<file path="config.mk">
export PLATFORM = sky130hd
export DESIGN_NAME = extruder_motor_backoff_sequencer_top
export DESIGN_NICKNAME = d
export VERILOG_FILES = /design/src/sv/emb_pkg.sv /design/src/sv/extruder_motor_backoff_sequencer_top.sv /design/src/sv/emb_cfg.sv /design/src/sv/emb_core.sv
export SDC_FILE = /design/constraint.sdc
export NUM_CORES = 1
export LEC_CHECK = 0
export ABC_AREA = 1
export BUFFER_PORTS_ARGS = -buffer_cell sky130_fd_sc_hd__buf_4
export CAP_MARGIN = 20
export CELL_PAD_IN_SITES_DETAIL_PLACEMENT = 0
export CELL_PAD_IN_SITES_GLOBAL_PLACEMENT = 1
export CORE_MARGIN = 2
export CORE_UTILIZATION = 44
export DETAILED_ROUTE_END_ITERATION = 12
export HOLD_SLACK_MARGIN = 0.15
export PLACE_DENSITY_LB_ADDON = 0.15
export SYNTH_ARGS = -nofsm -noshare
export SYNTH_HDL_FRONTEND = slang
export SYNTH_SLANG_ARGS = --single-unit
</file>
<file path="constraint.sdc">
create_clock -name clk -period 3.15 [get_ports clk]
set_input_delay 0 -clock clk [delete_from_list [all_inputs] [get_ports clk]]
set_output_delay 0 -clock clk [all_outputs]
set_load 0.02 [all_outputs]
</file>
<file path="src/sv/emb_pkg.sv">
`timescale 1ns / 1ps

package emb_pkg;

  localparam int SPEED_BITS = 8;
  localparam int TIMER_BITS = 16;
  localparam int DRIVE_BITS = SPEED_BITS + 1;
  localparam int CFG_BITS   = 16;
  localparam int IDX_BITS   = 3;
  localparam int WIDE_BITS  = (TIMER_BITS > CFG_BITS) ? TIMER_BITS : CFG_BITS;

  localparam logic [IDX_BITS-1:0] REG_BACKOFF_ENABLE = IDX_BITS'(0);
  localparam logic [IDX_BITS-1:0] REG_HALT_TIME      = IDX_BITS'(1);
  localparam logic [IDX_BITS-1:0] REG_REVERSE_TIME   = IDX_BITS'(2);
  localparam logic [IDX_BITS-1:0] REG_FORWARD_TIME   = IDX_BITS'(3);
  localparam logic [IDX_BITS-1:0] REG_TRIGGER_TIME   = IDX_BITS'(4);

  typedef enum logic [1:0] {
    OP_TICK      = 2'd0,
    OP_SET_SPEED = 2'd1,
    OP_SET_DIR   = 2'd2,
    OP_SET_ON    = 2'd3
  } op_t;

  typedef enum logic [2:0] {
    PH_INACTIVE = 3'd0,
    PH_HALT1    = 3'd1,
    PH_REVERSE  = 3'd2,
    PH_HALT2    = 3'd3,
    PH_FORWARD  = 3'd4
  } phase_t;

  typedef struct packed {
    op_t                   operation;
    logic [SPEED_BITS-1:0] speed_value;
    logic                  dir_value;
    logic                  on_value;
  } in_item_t;

  typedef struct packed {
    logic signed [DRIVE_BITS-1:0] drive_speed;
    phase_t                       phase;
  } out_item_t;

  typedef struct packed {
    logic                backoff_enable;
    logic [CFG_BITS-1:0] halt_time;
    logic [CFG_BITS-1:0] reverse_time;
    logic [CFG_BITS-1:0] forward_time;
    logic [CFG_BITS-1:0] trigger_time;
  } cfg_t;

  localparam logic [WIDE_BITS-1:0] TIMER_MAX_WIDE = WIDE_BITS'({TIMER_BITS{1'b1}});

  function automatic logic [TIMER_BITS-1:0] load_time(input logic [CFG_BITS-1:0] ms);
    logic [WIDE_BITS-1:0] m;
    m = WIDE_BITS'(ms);
    if (m > TIMER_MAX_WIDE) begin
      return {TIMER_BITS{1'b1}};
    end
    return TIMER_BITS'(m);
  endfunction

endpackage

</file>
<file path="src/sv/extruder_motor_backoff_sequencer_top.sv">
`timescale 1ns / 1ps
// a beat accepted on item passes through the stage register and then the result register
// throughput: one beat per cycle while result_ready keeps up, set by the state update in emb_core
// the input register takes a new beat while a result waits, as long as it can move on
// reset is synchronous and active high: registers go to their defaults,
// phase inactive, timers stopped, speed zero, direction forward, motor off

module extruder_motor_backoff_sequencer_top
  import emb_pkg::*;
(
  input  logic                clk,
  input  logic                rst,
  input  logic                item_valid,
  output logic                item_ready,
  input  in_item_t            item,
  output logic                result_valid,
  input  logic                result_ready,
  output out_item_t           result,
  input  logic                cfg_we,
  input  logic [IDX_BITS-1:0] cfg_index,
  input  logic [CFG_BITS-1:0] cfg_data
);

  cfg_t      cfg;
  in_item_t  stage;
  logic      stage_valid;
  logic      fire;
  out_item_t result_next;

  assign fire       = stage_valid && (!result_valid || result_ready);
  assign item_ready = !stage_valid || fire;

  emb_cfg u_cfg (
    .clk      (clk),
    .rst      (rst),
    .cfg_we   (cfg_we),
    .cfg_index(cfg_index),
    .cfg_data (cfg_data),
    .cfg      (cfg)
  );

  emb_core u_core (
    .clk        (clk),
    .rst        (rst),
    .cfg        (cfg),
    .item       (stage),
    .fire       (fire),
    .result_next(result_next)
  );

  always_ff @(posedge clk) begin
    if (rst) begin
      stage_valid <= 1'b0;
    end else if (item_ready) begin
      stage_valid <= item_valid;
    end
  end

  always_ff @(posedge clk) begin
    if (rst) begin
      stage <= '0;
    end else if (item_ready && item_valid) begin
      stage <= item;
    end
  end

  always_ff @(posedge clk) begin
    if (rst) begin
      result_valid <= 1'b0;
    end else if (fire) begin
      result_valid <= 1'b1;
    end else if (result_ready) begin
      result_valid <= 1'b0;
    end
  end

  always_ff @(posedge clk) begin
    if (fire) begin
      result <= result_next;
    end
  end

  a_ready_when_empty: assert property (@(posedge clk) disable iff (rst)
    !result_valid |-> item_ready)
    else $error("input not ready while output is empty");

  a_stage_moves: assert property (@(posedge clk) disable iff (rst)
    stage_valid && !result_valid |=> result_valid)
    else $error("staged beat did not reach the output");

  a_reset_clears: assert property (@(posedge clk)
    rst |=> !result_valid && !stage_valid)
    else $error("valid flags not cleared by reset");

endmodule

</file>
<file path="src/sv/emb_cfg.sv">
`timescale 1ns / 1ps

module emb_cfg
  import emb_pkg::*;
(
  input  logic                clk,
  input  logic                rst,
  input  logic                cfg_we,
  input  logic [IDX_BITS-1:0] cfg_index,
  input  logic [CFG_BITS-1:0] cfg_data,
  output cfg_t                cfg
);

  always_ff @(posedge clk) begin
    if (rst) begin
      cfg.backoff_enable <= 1'b1;
      cfg.halt_time      <= CFG_BITS'(5);
      cfg.reverse_time   <= CFG_BITS'(500);
      cfg.forward_time   <= CFG_BITS'(300);
      cfg.trigger_time   <= CFG_BITS'(300);
    end else if (cfg_we) begin
      unique case (cfg_index)
        REG_BACKOFF_ENABLE: cfg.backoff_enable <= cfg_data[0];
        REG_HALT_TIME:      cfg.halt_time      <= cfg_data;
        REG_REVERSE_TIME:   cfg.reverse_time   <= cfg_data;
        REG_FORWARD_TIME:   cfg.forward_time   <= cfg_data;
        REG_TRIGGER_TIME:   cfg.trigger_time   <= cfg_data;
        default: ;
      endcase
    end
  end

endmodule

</file>
<file path="src/sv/emb_core.sv">
`timescale 1ns / 1ps

module emb_core
  import emb_pkg::*;
(
  input  logic      clk,
  input  logic      rst,
  input  cfg_t      cfg,
  input  in_item_t  item,
  input  logic      fire,
  output out_item_t result_next
);

  phase_t                  phase, phase_next;
  logic [TIMER_BITS-1:0]   phase_timer, phase_timer_next;
  logic                    phase_running, phase_running_next;
  logic [TIMER_BITS-1:0]   trigger_timer, trigger_timer_next;
  logic                    trigger_running, trigger_running_next;
  logic                    trigger_elapsed, trigger_elapsed_next;
  logic [SPEED_BITS-1:0]   motor_speed, motor_speed_next;
  logic                    forward_dir, forward_dir_next;
  logic                    motor_on, motor_on_next;
  logic [DRIVE_BITS-1:0]   drive_held, drive_held_next;

  logic [TIMER_BITS-1:0]   phase_dec, trigger_dec;
  logic                    seq_active, phase_done;
  logic                    stop_check, trigger_hit, start_backoff;
  logic [DRIVE_BITS-1:0]   drive_pos, drive_neg;

  assign phase_dec   = (phase_running && phase_timer != '0) ? phase_timer - 1'b1 : phase_timer;
  assign trigger_dec = (trigger_running && trigger_timer != '0) ?
                       trigger_timer - 1'b1 : trigger_timer;
  assign seq_active  = cfg.backoff_enable && phase != PH_INACTIVE;
  assign phase_done  = !phase_running || phase_dec == '0;

  // forward stop with backoff allowed checks the trigger timer
  assign stop_check    = !item.on_value && motor_on && forward_dir && cfg.backoff_enable;
  assign trigger_hit   = trigger_running && trigger_timer == '0;
  assign start_backoff = stop_check && (trigger_elapsed || trigger_hit);

  assign drive_pos = DRIVE_BITS'(motor_speed);
  assign drive_neg = DRIVE_BITS'(0) - drive_pos;

  always_comb begin
    phase_next           = phase;
    phase_timer_next     = phase_timer;
    phase_running_next   = phase_running;
    trigger_timer_next   = trigger_timer;
    trigger_running_next = trigger_running;
    trigger_elapsed_next = trigger_elapsed;
    motor_speed_next     = motor_speed;
    forward_dir_next     = forward_dir;
    motor_on_next        = motor_on;
    unique case (item.operation)
      OP_TICK: begin
        phase_timer_next   = phase_dec;
        trigger_timer_next = trigger_dec;
        if (seq_active) begin
          if (phase_running && phase_dec == '0) begin
            phase_running_next = 1'b0;
          end
          if (phase_done) begin
            unique case (phase)
              PH_HALT1: begin
                phase_next         = PH_REVERSE;
                phase_timer_next   = load_time(cfg.reverse_time);
                phase_running_next = 1'b1;
              end
              PH_REVERSE: begin
                phase_next         = PH_HALT2;
                phase_timer_next   = load_time(cfg.halt_time);
                phase_running_next = 1'b1;
              end
              PH_HALT2: begin
                phase_next         = PH_FORWARD;
                phase_timer_next   = load_time(cfg.forward_time);
                phase_running_next = 1'b1;
              end
              default: phase_next = PH_INACTIVE;
            endcase
          end
        end
      end
      OP_SET_SPEED: motor_speed_next = item.speed_value;
      OP_SET_DIR:   forward_dir_next = item.dir_value;
      OP_SET_ON: begin
        if (stop_check && trigger_hit) begin
          trigger_running_next = 1'b0;
          trigger_elapsed_next = 1'b1;
        end
        if (start_backoff) begin
          phase_next         = PH_HALT1;
          phase_timer_next   = load_time(cfg.halt_time);
          phase_running_next = 1'b1;
        end else if (item.on_value) begin
          if (!motor_on && forward_dir) begin
            trigger_timer_next   = load_time(cfg.trigger_time);
            trigger_running_next = 1'b1;
            trigger_elapsed_next = 1'b0;
          end
          phase_next = PH_INACTIVE;
        end
        motor_on_next = item.on_value;
      end
      default: ;
    endcase
  end

  always_comb begin
    drive_held_next = drive_held;
    unique case (item.operation)
      OP_TICK: begin
        if (seq_active) begin
          if (phase_done) begin
            unique case (phase)
              PH_HALT1:  drive_held_next = drive_neg;
              PH_HALT2:  drive_held_next = drive_pos;
              default:   drive_held_next = '0;
            endcase
          end
        end else if (!motor_on) begin
          drive_held_next = '0;
        end else if (forward_dir) begin
          drive_held_next = drive_pos;
        end else begin
          drive_held_next = drive_neg;
        end
      end
      OP_SET_ON: begin
        if (start_backoff) begin
          drive_held_next = '0;
        end
      end
      default: ;
    endcase
  end

  assign result_next.drive_speed = $signed(drive_held_next);
  assign result_next.phase       = phase_next;

  always_ff @(posedge clk) begin
    if (rst) begin
      phase           <= PH_INACTIVE;
      phase_timer     <= '0;
      phase_running   <= 1'b0;
      trigger_timer   <= '0;
      trigger_running <= 1'b0;
      trigger_elapsed <= 1'b0;
      motor_speed     <= '0;
      forward_dir     <= 1'b1;
      motor_on        <= 1'b0;
      drive_held      <= '0;
    end else if (fire) begin
      phase           <= phase_next;
      phase_timer     <= phase_timer_next;
      phase_running   <= phase_running_next;
      trigger_timer   <= trigger_timer_next;
      trigger_running <= trigger_running_next;
      trigger_elapsed <= trigger_elapsed_next;
      motor_speed     <= motor_speed_next;
      forward_dir     <= forward_dir_next;
      motor_on        <= motor_on_next;
      drive_held      <= drive_held_next;
    end
  end

endmodule
</file>
# Word level (Yosys, flattened, before mapping)
# Cells that the tools add are included.
[word_totals]
register_bits = 148
input_bits = 36
output_inout_bits = 14
elab_cells = 160
[classes]
n_addsub = 3
order_cmp = 4
n_eq_ne = 16
muxes = 71
n_reduce_logical = 43
[op_table]
columns = ["op", "count"]
rows = [
  ["16-bit two-way mux", 17],
  ["16-bit > comparator (second input constant)", 4],
  ["16-bit one-hot mux with 2 select lines", 2],
  ["16-bit one-hot mux with 3 select lines", 1],
  ["9-bit two-way mux", 5],
  ["1-bit two-way mux", 37],
  ["9-bit one-hot mux with 2 select lines", 2],
  ["16-bit logical NOT", 2],
  ["16-bit nonzero test", 2],
  ["16-bit by 1-bit subtractor with 16-bit output (second input constant)", 2],
  ["2-bit AND reduction", 8],
  ["1-bit logical AND", 13],
  ["3-bit by 2-bit == test with 1-bit output (second input constant)", 4],
  ["3-bit two-way mux", 4],
  ["3-bit one-hot mux with 3 select lines", 1],
  ["1-bit by 8-bit subtractor with 9-bit output (first input constant)", 1],
  ["2-bit by 1-bit inequality test with 1-bit output (second input constant)", 4],
  ["3-bit by 1-bit == test with 1-bit output (second input constant)", 2],
  ["3-bit one-hot mux with 2 select lines", 1],
  ["6-bit AND reduction", 1],
  ["1-bit logical NOT", 5],
  ["2-bit == test (second input constant)", 2],
  ["1-bit logical OR", 4],
  ["2-bit inequality test (second input constant)", 2],
  ["10 further kinds", 11],
]

# Depth between registers and ports, before layout
# Gate-level depths: netlist of the first run.
[depth]
depth_word = 13
mapped_depth = 22

# Hierarchy
# Synthesis of the first run repeated with hierarchy kept, for this count alone.
[unflattened]
cells_unflattened = 1277
area_unflattened_um2 = 8295.5
[modules_own_cells]
columns = ["module", "n_inst", "cells_each", "area_per_inst_um2", "seq_area_each_um2"]
rows = [
  ["emb_core", 1, 808, 4678.2, 1141.1],
  ["emb_cfg", 1, 368, 2592.5, 1301.2],
  ["extruder_motor_backoff_sequencer_top", 1, 101, 1024.7, 640.6],
]

# Worst setup path before layout of the first run
# OpenSTA, ideal clock, no wires.
[synth_path]
path_type = "register -> register"
start = "reg u_core.phase_timer[0]"
end = "reg result[1] (netlist bit), data pin"
setup_ns = 0.251
t_arrival_ns = 2.148
required_time_ns = 2.899
slack_ns = 0.751
stages_incl_launch_ff = 22
period_less_slack_ns = 2.399
path_cell_list = "dfxtp_1 > inv_1 > ha_1 > nand2_2 > nor2_1 > nand2_2 > nand2_4 > inv_4 > buf_6 > nand2_1 > nand2_1 > nor2_1 > nand2_1 > nor2_2 > nand2_2 > nand2_4 > buf_6 > nand3_1 > nand2_1 > nand2_1 > nand2_1 > inv_1"
[synth_rtl]
columns = ["element", "line", "source"]
rows = [
  ["start: declaration", "emb_core.sv:15", "logic [TIMER_BITS-1:0] phase_timer, phase_timer_next;"],
  ["start signal: assignment", "emb_core.sv:155", "phase_timer <= phase_timer_next;"],
  ["end signal: assignment", "extruder_motor_backoff_sequencer_top.sv:79", "result <= result_next;"],
  ["end: declaration", "extruder_motor_backoff_sequencer_top.sv:18", "output out_item_t result,"],
]

==> results.py, run 1 <==
metrics = {
    "synthesis": {
        "avgSynthCellArea_um2": 6.70,
        "synth_top_area_share": 0.352,
        "synthCells": 1156,
        "synth_cell_type_count": 40,
        "synth_top_cell_by_area": "dfxtp_1",
        "synth.area.top_cells": "dfxtp_1 (35%), nand2_1 (13%), nor2_1 (8.8%)",
        "synth_mux_area_frac": 0,
        "seq_area_frac_synth": 0.398,
        "synth_fa_ha_area_frac": 0.0113,
        "synth_compound_area_frac": 0.180,
        "yosysWarnings": 0,
        "yosys.area_share.simple": 0.308,
        "syn_area_mm2": 0.00774,
        "ys_ff_latch": 148,
        "synth_top_family_by_area": "simple AND/OR/NAND/NOR gates",
        "syn_nets": 1199,
        "synth-xor-area-share": 0.0170,
    },
    "routing": {
        "dr.pass1.iters": 5,
        "first_iter_violations": 611,
        "avgViaCountPerCell": 5.21,
        "avgRoutedWirePerCell_um": 15.0,
        "vias": 7717,
        "routed_wl_mm": 22.2,
        "drcViolationCount": 0,
        "ant_nets": 0,
    },
    "outcome": {
        "status": "finished clean",
    },
    "critical_path": {
        "worstPathCellList": "inv_1 > ha_2 > nand2_2 > nor2_1 > nand2_2 > nand2_4 > inv_4 > nand2_1 > nand2_1 > nor2_1 > nand2_1 > nor2_2 > nand2_2 > nand2_8 > nand2_1 > nand2_1 > nand3_1 > a22oi_1",
        "crit_type": "register to register",
        "slowest_stage": "dfxtp_1",
        "max_stage_delay_ps": 330,
        "start_kind": "register",
        "required_ps": 3420,
        "critPathMaxFanout": 19,
        "arrival_ps": 3060,
        "path_buf_inv": 2,
        "critPathLaunch": "u_core.phase_timer[0]$_SDFFE_PP0P_",
        "rr_worst_depth": 18,
        "timing.rr.start": "u_core.phase_timer[0]$_SDFFE_PP0P_",
        "rr_endpoint": "result[0]$_DFFE_PP_",
        "r2r_slack_ps": 360,
        "critPathMostFrequentCell": "nand2_1",
        "path_delay_family": "simple AND/OR/NAND/NOR gates",
        "endpoint_kind": "register",
    },
    "floorplanning": {
        "core_area_mm2": 0.0172,
        "die_area_mm2": 0.0187,
        "io_pins": 50,
        "placement_rows": 48,
        "die_h_um": 137,
        "die_w_um": 137,
        "start_util": 0.449,
    },
    "sta": {
        "maxSlewViolCount": 0,
        "fmax_mhz": 358,
        "fin_hold_ws_ps": 179,
        "worstMarginPinSlew_ps": 714,
        "timing.setup.tns_ps": 0,
        "rsz0062_at_grt": "no",
        "fin_worst_skew_ps": 13.6,
        "fin_crit_ps": 2790,
        "maxSlewHeadroom": 0.523,
        "setup_viol_count_final": 0,
        "hold_viol_final": 0,
        "post-route-period-util": 0.886,
    },
    "pwr": {
        "combPwrFrac": 0.203,
        "vdd.ir_drop.worst_uv": 416,
        "power.total_w": 0.00518,
        "power.internal_w": 0.00351,
        "seqPwrFrac": 0.400,
        "swShare": 0.321,
        "p_switching_w": 0.00166,
        "power.share.clock": 0.397,
        "p_per_area_mw_per_mm2": 546,
        "leakage_nw": 4.24,
    },
    "final_layout": {
        "n_antenna_cell": 0,
        "post_route_cells_drive_above_1_share": 0.0931,
        "syn_to_final_growth_pct": 22.4,
        "final_cells": 1482,
        "fillCellCount": 1745,
        "nets": 1287,
    },
    "hold_path": {
        "hp-class": "input port to register",
        "min_path_cells": 7,
        "whs_endpoint": "u_cfg.cfg[21]$_SDFFE_PP1P_",
        "hold_start": "cfg_we",
    },
    "clock_tree": {
        "h-tree-depth": 4,
        "cts_made_buffers": 17,
        "clkTransAtPathRegs_ps": 70,
        "clock_sinks": 148,
        "clockBufferDepth": 2,
        "root_buffer": "clkbuf_16",
        "tritoncts": "built",
        "cts_setup_buffers": 0,
        "clkLatencyLatePin_ps": 440,
    },
    "global_routing": {
        "grt-ovfl-total": 0,
        "grt_usage": 0.248,
        "busiest_layer": "met2",
        "antenna_found_initial": 0,
        "grt_max_degree": 69,
        "grt_pass1_vias": 7205,
        "use_met2": 0.399,
        "grt_pass1_wl_mm": 36.5,
        "use_met1": 0.346,
        "use_met3": 0.0389,
    },
    "place": {
        "hpwl_mm": 15.0,
        "place_congestion": 0.847,
        "io_buffers": 49,
        "place_inst": 1394,
    },
    "job": {
        "max-cap-violations": 0,
    },
}
==> kinds of logic (layout without fill, tap and decap cells) <==
family / Yosys count / after routing
DFF: 148 / 148
adders and majority gates: 7 / 7
xor gates and xnor gates: 15 / 15
AOI/OAI and AO/OA: 253 / 253
buffers and inverters: 167 / 267
and+or+nand+nor: 566 / 567
==> power by group through the flow <==
stage	registers (W)	clock network, W	logic [W]
floorplan	0.00210	0	0.000709
global placement	0.00211	0	0.000978
detailed placement	0.00211	0	0.000978
CTS	0.00207	0.00208	0.00104
global route	0.00208	0.00215	0.00119
finish	0.00207	0.00205	0.00105
==> cell usage after synthesis <==
| master | count |
|---|---|
| nand2_2 | 4 |
| buf_4 | 2 |
| a22o_1 | 2 |
| a21oi_1 | 83 |
| inv_4 | 1 |
| a22oi_1 | 5 |
| ha_1 | 7 |
| o22ai_1 | 5 |
| nand3_4 | 1 |
| o21ai_1 | 1 |
| nand3b_1 | 11 |
| o21ai_0 | 119 |
| inv_1 | 108 |
| a211oi_1 | 3 |
| nor4_1 | 2 |
| buf_6 | 3 |
| buf_2 | 3 |
| nand2_1 | 261 |
| xor2_1 | 9 |
| dfxtp_1 | 136 |
| a221oi_1 | 6 |
| a311oi_1 | 2 |
| nor2_2 | 5 |
| o221ai_1 | 3 |
| clkbuf_1 | 41 |
| nor2_4 | 1 |
| nand3_1 | 70 |
| xnor2_1 | 6 |
| nand2_4 | 2 |
| a31oi_1 | 8 |
| nor2_1 | 181 |
| o211ai_1 | 9 |
| a311o_1 | 1 |
| nor3_1 | 3 |
| o21a_1 | 4 |
| clkinv_1 | 5 |
| edfxtp_1 | 12 |
| buf_1 | 4 |
| nand4_1 | 25 |
| o31ai_1 | 2 |
==> placed cells by master, fill, tap and decap left out, types with 6 or more instances in the layout <==
| cell type | count |
|---|---|
| nand2_1 | 261 |
| nor2_1 | 181 |
| dfxtp_1 | 136 |
| o21ai_0 | 119 |
| inv_1 | 107 |
| a21oi_1 | 83 |
| nand3_1 | 70 |
| buf_4 | 65 |
| dlygate4sd3_1 | 55 |
| nand4_1 | 25 |
| clkbuf_16 | 17 |
| edfxtp_1 | 12 |
| nand3b_1 | 11 |
| xor2_1 | 9 |
| o211ai_1 | 9 |
| a31oi_1 | 7 |
| xnor2_1 | 6 |
| a221oi_1 | 6 |
| ha_1 | 6 |
==> timing repair <==
action	4_1_cts	5_1_grt
hold buffers	55	0
resized for setup	0	2
endpoints found under the setup margin	0	29
endpoints found under the hold margin	99	0
==> worst max path at each step <==
stage	to	cells after the start	slack, ps
final	result[0]$_DFFE_PP_	18	360
after global routing	u_core.phase[2]$_SDFFE_PP0P_	21	50
after CTS	u_core.phase_timer[14]$_SDFFE_PP0P_	18	220
after detailed placement	u_core.phase_timer[14]$_SDFFE_PP0P_	18	240
after global placement	u_core.phase_timer[8]$_SDFFE_PP0P_	19	310
after floorplan	result[1]$_DFFE_PP_	21	750
==> final cells by class <==
cell class / count / area, um2 / area share
multi-input combinational: 842 / 4040 / 0.426
sequential: 148 / 3080 / 0.325
timing repair buffer: 121 / 1060 / 0.112
inverter: 114 / 430 / 0.0454
clock buffer: 17 / 425 / 0.0449
tap: 225 / 282 / 0.0297
clock inverter: 15 / 158 / 0.0166
==> metal layers <==
layer	vias up	wire [um]
li1	4006	-
met1	3521	10800
met2	166	10200
met3	24	906
met4	0	294
met5	-	0
==> flip-flops by register name (all words and copies together) (netlist names), 3 cells and up <==
name	flops
stage	12
u_core.trigger_timer	16
u_core.drive_held	9
u_core.motor_speed	8
u_core.phase_timer	16
result	12
u_cfg.cfg	65
u_core.phase	3
==> worst min-delay path: stages <==
cell,delay [ps]
buf_4,110
inv_1,70
nor2_1,50
nand2_1,70
nor2_1,110
nand2_1,80
nand3_1,60
==> stage by stage <==
step | area (um2) | utilization | setup slack (ps)
floorplan | 7740 | - | 751
global placement | 8320 | 0.483 | 314
detailed placement | 8320 | 0.483 | 241
CTS | 9450 | 0.548 | 223
global route | 9480 | 0.550 | 47.5
finish | 9480 | 0.550 | 360
No activity file was read; power rests on OpenSTA's default activity.
==> run 2: changes to the inputs <==
ABC_AREA = 0   (was 1)
CORE_UTILIZATION = 45   (was 44)
==> run 2 against run 1 <==
  * Sequential share of layout area decreased by 0.98 points
  * Critical path depth decreased by 8
  * Clock power increased by 2%
  * Utilization increased by 2.0 points
  * Die area decreased by 0.84%
  * Maximum frequency decreased by 8.5%
  * Critical endpoint is now u_core.phase[1]$_SDFFE_PP0P_
  * Worst hold slack improved by 10 ps
  * Count of clock-buffer cells in the layout increased by 2
  * Cell count decreased by 8.3%
  * Setup slack got worse by 260 ps
  * Critical path type unchanged
  * Sequential power decreased by 3%
  * Largest power group is now the clock network
==> results.py, run 2 <==
metrics = {
    "final_layout": {
        "fillCellCount": 1683,
        "reg_top3": "u_cfg.cfg (65), u_core.phase_timer (16), u_core.trigger_timer (16)",
        "layout_commonest_cell": "nand2_1",
        "n_antenna_cell": 0,
        "post_route_cells_drive_above_1_share": 0.141,
        "largest_reg_flops": 65,
        "syn_to_final_growth_pct": 24.6,
        "final_cells": 1359,
        "most-common-layout-cells": "nand2_1 (206), dfxtp_1 (134), a21oi_1 (111)",
        "top_register": "u_cfg.cfg",
        "nets": 1164,
    },
    "sta": {
        "maxSlewViolCount": 0,
        "fin_worst_skew_ps": 9.84,
        "timing.setup.tns_ps": 0,
        "worstMarginPinSlew_ps": 738,
        "setup_viol_count_final": 0,
        "fin_crit_ps": 3050,
        "post-route-period-util": 0.968,
        "hold_viol_final": 0,
        "fmax_mhz": 328,
        "maxSlewHeadroom": 0.507,
    },
    "synthesis": {
        "synth_top_area_share": 0.347,
        "synth_top_family_by_area": "simple AND/OR/NAND/NOR gates",
        "synth_cell_type_count": 66,
        "synth_compound_area_frac": 0.234,
        "ys_ff_latch": 148,
        "yosys.area_share.simple": 0.263,
        "synth_commonest_cells": "nand2_1 (206), dfxtp_1 (136), a21oi_1 (111)",
        "syn_area_mm2": 0.00785,
        "yosysWarnings": 0,
        "synthArstFlopShare": 0,
        "synth.area.top_cells": "dfxtp_1 (35%), nand2_1 (9.9%), a21oi_1 (7.1%)",
        "synth_top_cell_by_area": "dfxtp_1",
        "synth_mux_area_frac": 0.0287,
        "avgSynthCellArea_um2": 7.64,
        "seq_area_frac_synth": 0.393,
        "yosysMostFrequentCell": "nand2_1",
        "syn_nets": 1070,
        "synth-main-ff-cell": "dfxtp_1",
        "synthCells": 1027,
        "synth-xor-area-share": 0.0223,
        "synth_fa_ha_area_frac": 0.0112,
        "synth_edf_count": 12,
    },
    "pwr": {
        "seqPwrFrac": 0.412,
        "power.internal_w": 0.00353,
        "combPwrFrac": 0.157,
        "power.share.clock": 0.431,
        "leakage_nw": 3.61,
        "p_per_area_mw_per_mm2": 497,
        "vdd.ir_drop.worst_uv": 429,
        "swShare": 0.274,
        "p_switching_w": 0.00133,
    },
    "clock_tree": {
        "root_buffer": "clkbuf_16",
        "clockBufferDepth": 2,
        "clkLatencyLatePin_ps": 430,
        "clock_sinks": 148,
        "h-tree-depth": 4,
        "tritoncts": "built",
        "clkTransAtPathRegs_ps": 60,
        "cts_made_buffers": 17,
    },
    "floorplanning": {
        "core_area_mm2": 0.0172,
        "start_util": 0.457,
        "placement_rows": 48,
        "die_area_mm2": 0.0185,
        "die_h_um": 136,
        "die_w_um": 136,
        "io_pins": 50,
    },
    "job": {
        "max-cap-violations": 0,
    },
    "routing": {
        "vias": 7655,
        "routed_wl_mm": 22.4,
        "ant_nets": 0,
        "avgViaCountPerCell": 5.63,
        "drcViolationCount": 0,
        "avgRoutedWirePerCell_um": 16.5,
        "dr.pass1.iters": 5,
        "first_iter_violations": 648,
    },
    "outcome": {
        "status": "finished clean",
    },
    "place": {
        "io_buffers": 49,
        "place_inst": 1274,
        "place_congestion": 0.873,
        "hpwl_mm": 15.3,
    },
    "hold_path": {
        "hp-class": "input port to register",
    },
    "global_routing": {
        "antenna_found_initial": 0,
        "grt-ovfl-total": 0,
        "grt_max_degree": 99,
        "grt_pass1_wl_mm": 36.8,
        "grt_pass1_vias": 7086,
        "grt_usage": 0.250,
    },
    "critical_path": {
        "crit_type": "register to register",
        "critPathMaxFanout": 5,
        "arrival_ps": 3400,
        "required_ps": 3500,
        "start_kind": "register",
        "endpoint_kind": "register",
    },
}
-- run 2: cell count changes after synthesis, moves of 28 or more --
cell / previous run / this run
nand2_1: 261 / 206
inv_1: 108 / 26
a21oi_1: 83 / 111
o21ai_0: 119 / 57
nor2_1: 181 / 83
nand3_1: 70 / 40
-- run 2: what timing repair did --
item | CTS | global route
buffers inserted | 0 | 1
endpoints found under the setup margin | 0 | 23
gates resized for setup | 0 | 17
hold endpoints to repair | 101 | 0
hold buffers | 52 | 0
-- run 2: layout make-up --
| type | count | area (um2) | share of cell area |
|---|---|---|---|
| repair buffers | 144 | 1260 | 0.129 |
| inverters | 27 | 101 | 0.0104 |
| clock buffers | 19 | 464 | 0.0475 |
| multi-input cells | 783 | 4440 | 0.454 |
| clock inverters | 13 | 144 | 0.0147 |
| flip-flops and latches | 148 | 3090 | 0.316 |
| well taps | 225 | 282 | 0.0288 |
-- run 2: cell families after synthesis --
logic type / count (synthesis)
simple gates: 445
compound gates: 289
flops: 148
buf+inv: 96
mux: 22
xor+xnor: 20
fa+ha+maj: 7
-- run 2: final timing paths --
path / from / endpoint / slack (ps) / cells past startpoint
worst max-delay path: u_core.phase_timer[0]$_SDFFE_PP0P_ / u_core.phase[1]$_SDFFE_PP0P_ / 100 / 10
worst min-delay path: cfg_we / u_cfg.cfg[64]$_SDFFE_PP1P_ / 190 / 4
worst max register to register: u_core.phase_timer[0]$_SDFFE_PP0P_ / u_core.phase[1]$_SDFFE_PP0P_ / 100 / 10
worst min register to register: u_cfg.cfg[13]$_SDFFE_PP0P_ / u_cfg.cfg[13]$_SDFFE_PP0P_ / 450 / 2
-- run 2: critical path: stages, from the launching register on --
cell,delay [ps]
dfxtp_2,320
inv_2,70
ha_4,130
or4b_4,450
or4b_4,510
a2111oi_4,360
and3_4,270
buf_6,120
a21boi_4,70
or4_1,520
a31oi_1,160
-- run 2: metal layers --
layer / vias up / wire, um / track usage
met5: - / 0 / 0
met4: 0 / 297 / 0.0729
met3: 24 / 945 / 0.0354
met2: 202 / 10100 / 0.388
met1: 3583 / 11100 / 0.362
li1: 3846 / - / -
-- run 2: power groups by stage --
| stage | Clock [W] | Sequential [W] | Combinational [W] |
|---|---|---|---|
| 3_5_place_dp | 0 | 0.00204 | 0.000690 |
| 3_3_place_gp | 0 | 0.00204 | 0.000685 |
| 4_1_cts | 0.00213 | 0.00200 | 0.000740 |
| 2_1_floorplan | 0 | 0.00204 | 0.000450 |
| 6_report | 0.00210 | 0.00200 | 0.000763 |
| 5_1_grt | 0.00220 | 0.00201 | 0.000840 |
-- run 2: through the flow --
stage	hold WS (ps)	instance area [um2]	worst slack, ps	power, W	util
after floorplan	121	7850	7.49	0.00249	-
after global placement	255	8590	54.5	0.00273	0.500
after detailed placement	260	8590	12.0	0.00273	0.500
after CTS	179	9720	9.05	0.00487	0.566
after global routing	252	9780	-14.8	0.00505	0.569
final	189	9780	101	0.00486	0.569
